[config.mk]
export PLATFORM = sky130hd
export DESIGN_NAME = t2r_out_stage
export DESIGN_NICKNAME = d
export VERILOG_FILES = /design/src/hdl/t2r_pkg.sv /design/src/hdl/t2r_out_stage.sv
export SDC_FILE = /design/constraint.sdc
export NUM_CORES = 1
export LEC_CHECK = 0
export ABC_AREA = 1
export BUFFER_PORTS_ARGS = -buffer_cell sky130_fd_sc_hd__buf_2
export CORE_MARGIN = 2
export CORE_UTILIZATION = 34
export CTS_CLUSTER_DIAMETER = 80
export DETAILED_ROUTE_END_ITERATION = 8
export HOLD_SLACK_MARGIN = 0.15
export PLACE_DENSITY = 0.68
export SYNTH_ARGS = -nofsm -noshare
export SYNTH_HDL_FRONTEND = slang
export SYNTH_SLANG_ARGS = --single-unit
[constraint.sdc]
create_clock -name clk -period 1.7 [get_ports clk]
set_clock_uncertainty 0.1 [all_clocks]
set_input_delay 0.34 -clock clk [delete_from_list [all_inputs] [get_ports clk]]
set_output_delay 0.34 -clock clk [all_outputs]
set_load 0.01 [all_outputs]
[src/hdl/t2r_pkg.sv]
// shared types, constants and pixel packing function for the tile to raster converter
`timescale 1ns / 1ps
`default_nettype none

package t2r_pkg;

  localparam int unsigned ROWS_PER_TILE = 8;
  localparam int unsigned PLANES        = 2;

  localparam logic OP_LOAD = 1'b0;
  localparam logic OP_READ = 1'b1;

  typedef struct packed {
    logic valid;
    logic last;
  } t2r_beat_t;

  function automatic logic [7:0] interleave(input logic [3:0] lo, input logic [3:0] hi);
    logic [7:0] r;
    r = '0;
    for (int k = 0; k < 4; k++) begin
      r[2*k+1] = hi[k];
      r[2*k]   = lo[k];
    end
    return r;
  endfunction

endpackage

`default_nettype wire

[src/hdl/t2r_out_stage.sv]
// result register: packs plane bytes into pixel bytes and holds them for the output beat
`timescale 1ns / 1ps
`default_nettype none

module t2r_out_stage
  import t2r_pkg::*;
(
  input  wire logic       clk,
  input  wire logic       rst,
  input  wire t2r_beat_t  beat,
  input  wire logic [7:0] lo,
  input  wire logic [7:0] hi,
  input  wire logic       out_stall,
  output logic            advance,
  output logic            out_valid,
  output logic [7:0]      first_pixels,
  output logic [7:0]      second_pixels,
  output logic            last_of_frame
);

  assign advance = !out_valid || !out_stall;

  always_ff @(posedge clk) begin
    if (rst) begin
      out_valid <= 1'b0;
    end else if (advance) begin
      out_valid <= beat.valid;
    end
  end

  always_ff @(posedge clk) begin
    if (advance && beat.valid) begin
      first_pixels  <= interleave(lo[7:4], hi[7:4]);
      second_pixels <= interleave(lo[3:0], hi[3:0]);
      last_of_frame <= beat.last;
    end
  end

endmodule

`default_nettype wire

==> run metrics <==
routed via count=421; Post-Syn Area=554 µm²; Worst Path Required=1.26 ns; Pleak=0.000438 µW; Slew Viols, Final=0; Area Growth Syn to Fin=79.9%; slowest cell delay on critical path=0.39 ns; Worst Path Max Fanout=3; Max-Cap Viols=0; Distinct cells, synth=6; IO buf count=39; Syn Nets=43; Final Hold Viols=0; final period utilization=78.0%; CTS Buf Count=3; Die Width=44.4 µm; final worst path period need=1.33 ns; DRC Markers=0; crit path from=out_valid; CP bufs+invs=1; ratio of cells with drive above 1 in the final layout=56.0%; initial antenna violation count=0; power per cell area=888 mW/mm²; Yosys reg bits=18; Critical Path Source Type=flop; outcome=complete, no violations; post-synthesis sequential area ratio=95.7%; Top Family by Delay on Critical Path=flip-flops; largest net degree at the start of global routing=18; overall routing resource usage=12.4%; CTS tree=done; Row Count=14; CTS sink cnt=18; f_max=0.754 GHz; TNS Setup=0 ns; Syn Inst Count=22; H-tree levels=1; synth top area cells=edfxtp_1 (92%), dfxtp_1 (3.6%), a21oi_2 (1.6%); placed cell areas=781 µm²; Antenna Diode Count=0; via density per instance=4.21; clock root cell=clkbuf_4; Final #Nets=106; Reg2Reg Launch Point=out_valid; met1 GRT Util=12.5%; Crit. End Element=output port; largest vdd supply drop=0.000571 V; fin area=997 µm²; cells on worst reg2reg path=2; starting DRC count in detailed routing=8; worst path cell trace=nand2_2 -> buf_2; register-to-register setup slack=0.59 ns; GRT met2 Usage=22.1%; worst rel slew slack=86.2%; fill count=107; met3 Use GR=4.08%; CP arrival=0.89 ns; GRT Residual Overflow=0; die height=44.4 µm; multi-input combinational cell area=23.8 µm²; top-level port count=40; Setup Fix Bufs, Post-CTS=0; busiest grt layer=met2; Least-Margin Pin Slew=0.208 ns; WL per Instance=11.3 µm; Core Util, Final=65.4%; RR Endpoint=last_of_frame; Min-Delay Path Class=in2reg; worst skew pair latency=0.29 ns; Initial Util=36.4%; Placed Cells=78; crit path to=advance; Syn. warnings=0; vias in the first global route=408; leading area contributor after synthesis=edfxtp_1; Final ANT Viol Nets=0; Final Setup Violations=0; clk slew on worst S/H paths=0.10 ns; syn_area_per_cell=25.2 µm²; critical path depth=2; Total Wirelength=1.13 mm; core area=0.00152 mm²; Layout Cells excl Fill=100; CTS Buffer Depth=2; register area=531 µm²; kind of critical path=reg2out; drt first pass iters=4; RSZ-0062 raised after global routing=no; Final Wtd Congestion=0.681; Die Footprint=0.00197 mm²; CP max stage cell=dfxtp_1; first-pass GRT wire length=1.64 mm; top cell type's share of synthesized area=92.1%
==> cells in the final DEF (no fill, tap or decap) <==
cell type / count
a21oi_2: 2
buf_2: 39
buf_4: 1
clkbuf_4: 3
clkbuf_8: 1
dfxtp_1: 1
dlygate4sd3_1: 18
edfxtp_1: 17
inv_1: 1
nand2_2: 1
==> final cells by class <==
class                      count  share of cell area (%)
sequential                    18                    53.2
timing repair buffer          58                    38.4
clock buffer                   4                    3.64
multi-input combinational      3                    2.38
tap                           16                    2.01
inverter                       1                   0.376
==> registers in the layout, summed over array words and instances, names as in the netlist <==
register / count
first_pixels: 8
last_of_frame: 1
out_valid: 1
second_pixels: 8
==> stage by stage <==
stage	power, µW	hold slack (ns)	worst slack [ns]
after floorplan	559	0.302	0.301
after global placement	608	0.372	0.465
after detailed placement	610	0.386	0.453
after CTS	892	0.211	0.365
after global routing	927	0.214	0.309
final	885	0.217	0.374
==> how the worst min path moves through the flow <==
stage	startpoint	endpoint	slack, ns	cells past startpoint
2_1_floorplan	rst	out_valid	0.30	1
3_3_place_gp	out_valid	out_valid	0.37	2
3_5_place_dp	out_valid	out_valid	0.39	2
4_1_cts	out_stall	out_valid	0.21	3
5_1_grt	out_stall	out_valid	0.21	3
6_report	out_stall	out_valid	0.22	3
==> kinds of logic after synthesis <==
logic type,after synthesis,synth area share (%)
buffers and inverters,1,0.677
AO/OA/AOI/OAI,2,2.48
AND/OR/NAND/NOR,1,1.13
flip-flops,18,95.7
==> cells in the mapped netlist <==
library cell and number:
inv_1 1, dfxtp_1 1, a21oi_2 1, a21oi_1 1, edfxtp_1 17, nand2_2 1
==> where the power goes <==
part / switching, µW / leakage (µW) / internal, µW
clock: 125 / 0.0000210 / 130
sequential: 6.48 / 0.000173 / 515
combinational: 45.2 / 0.000244 / 63.3
total: 177 / 0.000438 / 708
==> metal layers <==
metal	up-vias	share of wire [%]
li1	208	-
met1	193	35
met2	20	57
met3	0	7.6
met4	0	0
met5	-	0
==> what timing repair did <==
item / CTS / global route
gates resized for setup: 0 / 0
hold endpoints to repair: 18 / 0
hold buffers: 18 / 0
==> worst reg2reg max path: stages, from the launching register on <==
cell and delay [ns]:
dfxtp_1 0.35, a21oi_2 0.11, buf_4 0.24
Power figures use the tool's default switching activity.
