`src/hdl/t2r_pkg.sv`:
```
// shared types, constants and pixel packing function for the tile to raster converter
`timescale 1ns / 1ps
`default_nettype none

package t2r_pkg;

  localparam int unsigned ROWS_PER_TILE = 8;
  localparam int unsigned PLANES        = 2;

  localparam logic OP_LOAD = 1'b0;
  localparam logic OP_READ = 1'b1;

  typedef struct packed {
    logic valid;
    logic last;
  } t2r_beat_t;

  function automatic logic [7:0] interleave(input logic [3:0] lo, input logic [3:0] hi);
    logic [7:0] r;
    r = '0;
    for (int k = 0; k < 4; k++) begin
      r[2*k+1] = hi[k];
      r[2*k]   = lo[k];
    end
    return r;
  endfunction

endpackage

`default_nettype wire

```
`src/hdl/t2r_load_ctrl.sv`:
```
// load address generator: walks tile order and yields the row-major pair address and plane
`timescale 1ns / 1ps
`default_nettype none

module t2r_load_ctrl
  import t2r_pkg::*;
#(
  parameter int unsigned TILES_ACROSS = 16,
  parameter int unsigned TILE_ROWS    = 16,
  parameter int unsigned PAIR_W       = 11
) (
  input  wire logic              clk,
  input  wire logic              rst,
  input  wire logic              step,
  output logic [PAIR_W-1:0]      addr,
  output logic                   plane
);

  localparam int unsigned TX_W  = (TILES_ACROSS > 1) ? $clog2(TILES_ACROSS) : 1;
  localparam int unsigned TY_W  = (TILE_ROWS > 1) ? $clog2(TILE_ROWS) : 1;
  localparam int unsigned RIT_W = $clog2(ROWS_PER_TILE);

  logic [RIT_W-1:0] row_in_tile;
  logic [TX_W-1:0]  tile_x;
  logic [TY_W-1:0]  tile_y;

  logic             plane_next;
  logic [RIT_W-1:0] row_in_tile_next;
  logic [TX_W-1:0]  tile_x_next;
  logic [TY_W-1:0]  tile_y_next;
  logic [PAIR_W-1:0] addr_next;

  always_comb begin
    plane_next       = ~plane;
    row_in_tile_next = row_in_tile;
    tile_x_next      = tile_x;
    tile_y_next      = tile_y;
    addr_next        = addr;
    if (plane) begin
      if (row_in_tile != RIT_W'(ROWS_PER_TILE - 1)) begin
        row_in_tile_next = row_in_tile + RIT_W'(1);
        addr_next        = addr + PAIR_W'(TILES_ACROSS);
      end else begin
        row_in_tile_next = '0;
        if (tile_x != TX_W'(TILES_ACROSS - 1)) begin
          // back to the top row of the next tile across
          tile_x_next = tile_x + TX_W'(1);
          addr_next   = addr - PAIR_W'((ROWS_PER_TILE - 1) * TILES_ACROSS - 1);
        end else begin
          tile_x_next = '0;
          if (tile_y != TY_W'(TILE_ROWS - 1)) begin
            tile_y_next = tile_y + TY_W'(1);
            addr_next   = addr + PAIR_W'(1);
          end else begin
            tile_y_next = '0;
            addr_next   = '0;
          end
        end
      end
    end
  end

  always_ff @(posedge clk) begin
    if (rst) begin
      plane       <= 1'b0;
      row_in_tile <= '0;
      tile_x      <= '0;
      tile_y      <= '0;
      addr        <= '0;
    end else if (step) begin
      plane       <= plane_next;
      row_in_tile <= row_in_tile_next;
      tile_x      <= tile_x_next;
      tile_y      <= tile_y_next;
      addr        <= addr_next;
    end
  end

endmodule

`default_nettype wire

```
`config.mk`:
```
export PLATFORM = sky130hd
export DESIGN_NAME = t2r_load_ctrl
export DESIGN_NICKNAME = d
export VERILOG_FILES = /design/src/hdl/t2r_pkg.sv /design/src/hdl/t2r_load_ctrl.sv
export SDC_FILE = /design/constraint.sdc
export NUM_CORES = 1
export LEC_CHECK = 0
export BUFFER_PORTS_ARGS = -buffer_cell sky130_fd_sc_hd__buf_2
export CAP_MARGIN = 30
export CORE_UTILIZATION = 58
export CTS_CLUSTER_SIZE = 14
export DETAILED_ROUTE_END_ITERATION = 8
export PLACE_DENSITY = 0.78
export RECOVER_POWER = 100
export SLEW_MARGIN = 25
export SYNTH_ARGS = -nofsm -noshare
export SYNTH_HDL_FRONTEND = slang
export SYNTH_SLANG_ARGS = --single-unit
```
`constraint.sdc`:
```
create_clock -name clk -period 2.9 [get_ports clk]
set_clock_uncertainty 0.15 [all_clocks]
set_input_delay 0.435 -clock clk [delete_from_list [all_inputs] [get_ports clk]]
set_output_delay 0.435 -clock clk [all_outputs]
set_load 0.01 [all_outputs]
```
==> results.md <==
* Routed wl met3 at 254 µm
* Top-count cell post-synth: a21oi_1
* Initial core utilization at 60.9%
* Critical Path RT at 2.97 ns
* Avg WL per Cell at between 10 and 15 µm
* Max-slew violation count at 0
* Worst hold path class: in -> reg
* Clock sinks at 23
* Critical path arrival at 2.60 ns
* Setup TNS Final at 0 ns
* Finished Cell Area at 1530 µm²
* Hold path startpoint: step
* Element type at the critical path end: register
* Slowest cell on crit path: dfxtp_1
* Crit-path cells: inv_1 > ha_1 > a41o_2 > a2111oi_1 > xor2_1 > a221oi_1 > nor3_2
* RR Endpoint: addr[10]$_SDFFE_PP0P_
* Layout cell share with drive strength beyond 1 at 4.46%
* Flop and latch count out of synthesis at 23
* Post-Syn Area per Cell at 7.65 µm²
* Netlist Area Pre-Place at 1510 µm²
* Hold Path Stages at 3
* Top Ports at 15
* Final nets at approximately 210
* WL met2 at 1.61 mm
* Syn Inst Count at 197
* Worst Hold Endpoint: plane$_SDFFE_PP0P_
* Port Buffers at 14
* Max Cap Viol at 0
* Worst Tran Pin Value at 0.534 ns
* DR pass1 iterations at 4
* Root buf cell: clkbuf_4
* Top cells by area, synth: dfxtp_1 31%, a21oi_1 9.0%, ha_1 6.6%
* Crit path max fanout at 11
* Vias per cell at approximately 6.3
* Leak at 0.514 nW
* Final Wtd Congestion at roughly 0.93
* Post-CTS setup buffer count at 0
* Largest net degree at the start of global routing at 25
* Die area at 2810 µm²
* Asr flop ratio synth at 0%
* Diode count at 0
* Worst-Skew Late Latency at 0.33 ns
* CTS max path bufs at 2
* CTS clk-pin slew, worst paths at 0.14 ns
* Hold Buf Count CTS at 0
* Post-place setup slack at around 0.6 ns
* CORE AREA at 2480 µm²
* Crit path kind: reg -> reg
* DRC errors left at 0
* Syn_nets at approximately 210
* Worst slew margin at 64.3%
* First-pass GRT wire length at 5.63 mm
* Antenna Nets Post-Route at 0
* Gr usage total at 27.9%
* Synth area leader: dfxtp_1
* Final period demand of the worst path at 2.53 ns
* WL met1 at between 1.5 and 2 mm
* Endpoints failing hold at 0
* R2R Path Start: addr[4]$_SDFFE_PP0P_
* Pwr dens at 336 nW/µm²
* Most used DFF post-synth: dfxtp_1
* Most frequent cells after synthesis: 27 x a21oi_1, 25 x nand2_1, 23 x dfxtp_1
* Crit share post-route at between 80% and 90%
* Max Used Layer: met4
* Initial antenna violation count at 0
* Distinct cell type count of the synthesized netlist at between 40 and 50
* Final setup margin at 0.371 ns
* Detailed Place HPWL at 2.43 mm
* Post-synth EDFFs at 0
* Seq/Total Area, Yosys at 30.5%
* Status: completed
* Die Y at 53.0 µm
* Synth top area share at 30.5%
* Vias in the first global route at about 1300
* R2R Setup Slk at 0.37 ns
* CP max stage delay at 0.56 ns
* Area grow syn2layout at 1.66%
* Rows at 18
* Reg2Reg Depth at 7
* TritonCTS Buffers at 3
* Placed Area at approximately 1500 µm²
* H-tree levels at 1
* Peak supply drop at 0.287 mV
* Starting DRT DRC Count at 66
* Detailed Route WL at approximately 3.5 mm
* Global route total overflow at 0
* Warnings from Yosys at 0
* Final setup viols at 0
* RSZ-0062 raised after global routing: false
* DR vias at 1469
* CTS tree: built
* CP startpoint kind: register
* Cts repair resizes at 0
* Total power at 0.515 mW
* Die X at between 50 and 60 µm
* F_max at 0.395 GHz
layer usage:
metal,up-vias,global-route usage [%]
li1,724,-
met1,682,36.1
met3,7,4.02
met2,56,46.0
met4,0,11.4
met5,-,0
report_power, final:
part	switching, mW	internal [mW]	total [mW]
Sequential	0.00621	0.320	0.326
Combinational	0.0199	0.00922	0.0291
Clock	0.108	0.0519	0.160
per-stage QoR:
step	util, %	hold WS, ns	instances
finish	61.9	0.233	232
CTS	63.5	0.230	232
global placement	62.4	0.297	228
floorplan	-	0.290	197
global route	61.9	0.238	232
detailed placement	62.4	0.309	228
sequential cells by signal, indices dropped and copies added (netlist names):
| signal | cells |
|---|---|
| addr | 11 |
| plane | 1 |
| row_in_tile | 3 |
| tile_x | 4 |
| tile_y | 4 |
cell usage in the layout, fill, tap and decap left out, drive strengths merged, types with 7 or more instances in the layout:
cell type	synthesis	layout
a21oi	27	27
nand2	26	26
dfxtp	23	23
nor2	21	21
clkbuf	6	15
nand3	13	13
o21ai	10	10
ha	8	8
nor3	7	7
final cells by class:
cell class,instances,area [µm²]
Fill cell,246,945
Multi-Input combinational cell,158,941
Sequential cell,23,460
Timing Repair Buffer,14,55.1
Tap cell,30,37.5
Clock buffer,3,22.5
Inverter,3,11.3
Clock inverter,1,5.00
worst max-delay path by stage:
| stage | endpoint | startpoint | slack, ns |
|---|---|---|---|
| 2_1_floorplan | addr[10]$_SDFFE_PP0P_ | addr[4]$_SDFFE_PP0P_ | 0.60 |
| 3_3_place_gp | addr[10]$_SDFFE_PP0P_ | addr[4]$_SDFFE_PP0P_ | 0.67 |
| 3_5_place_dp | addr[10]$_SDFFE_PP0P_ | addr[4]$_SDFFE_PP0P_ | 0.59 |
| 4_1_cts | addr[10]$_SDFFE_PP0P_ | addr[4]$_SDFFE_PP0P_ | 0.58 |
| 5_1_grt | addr[10]$_SDFFE_PP0P_ | addr[4]$_SDFFE_PP0P_ | 0.19 |
| 6_report | addr[10]$_SDFFE_PP0P_ | addr[4]$_SDFFE_PP0P_ | 0.37 |
logic make-up (layout without fill, tap and decap cells):
family          Yosys count  after routing  synth area share, %
buf+inv                  16             21                 5.39
mux                       2              2                 1.33
compound gates           56             56                 24.4
xor+xnor                 10             10                 5.81
simple gates             82             82                 25.9
flops                    23             23                 30.5
fa+ha+maj                 8              8                 6.64
worst max-delay path: cells and delay by family (launching register included):
family	cells	cell delay [ns]
fa+ha+maj	1	0.24
buf+inv	1	0.08
simple gates	1	0.06
flops	1	0.56
compound gates	3	1.21
xor+xnor	1	0.13
Note: power is estimated with default switching activity, not from simulation.
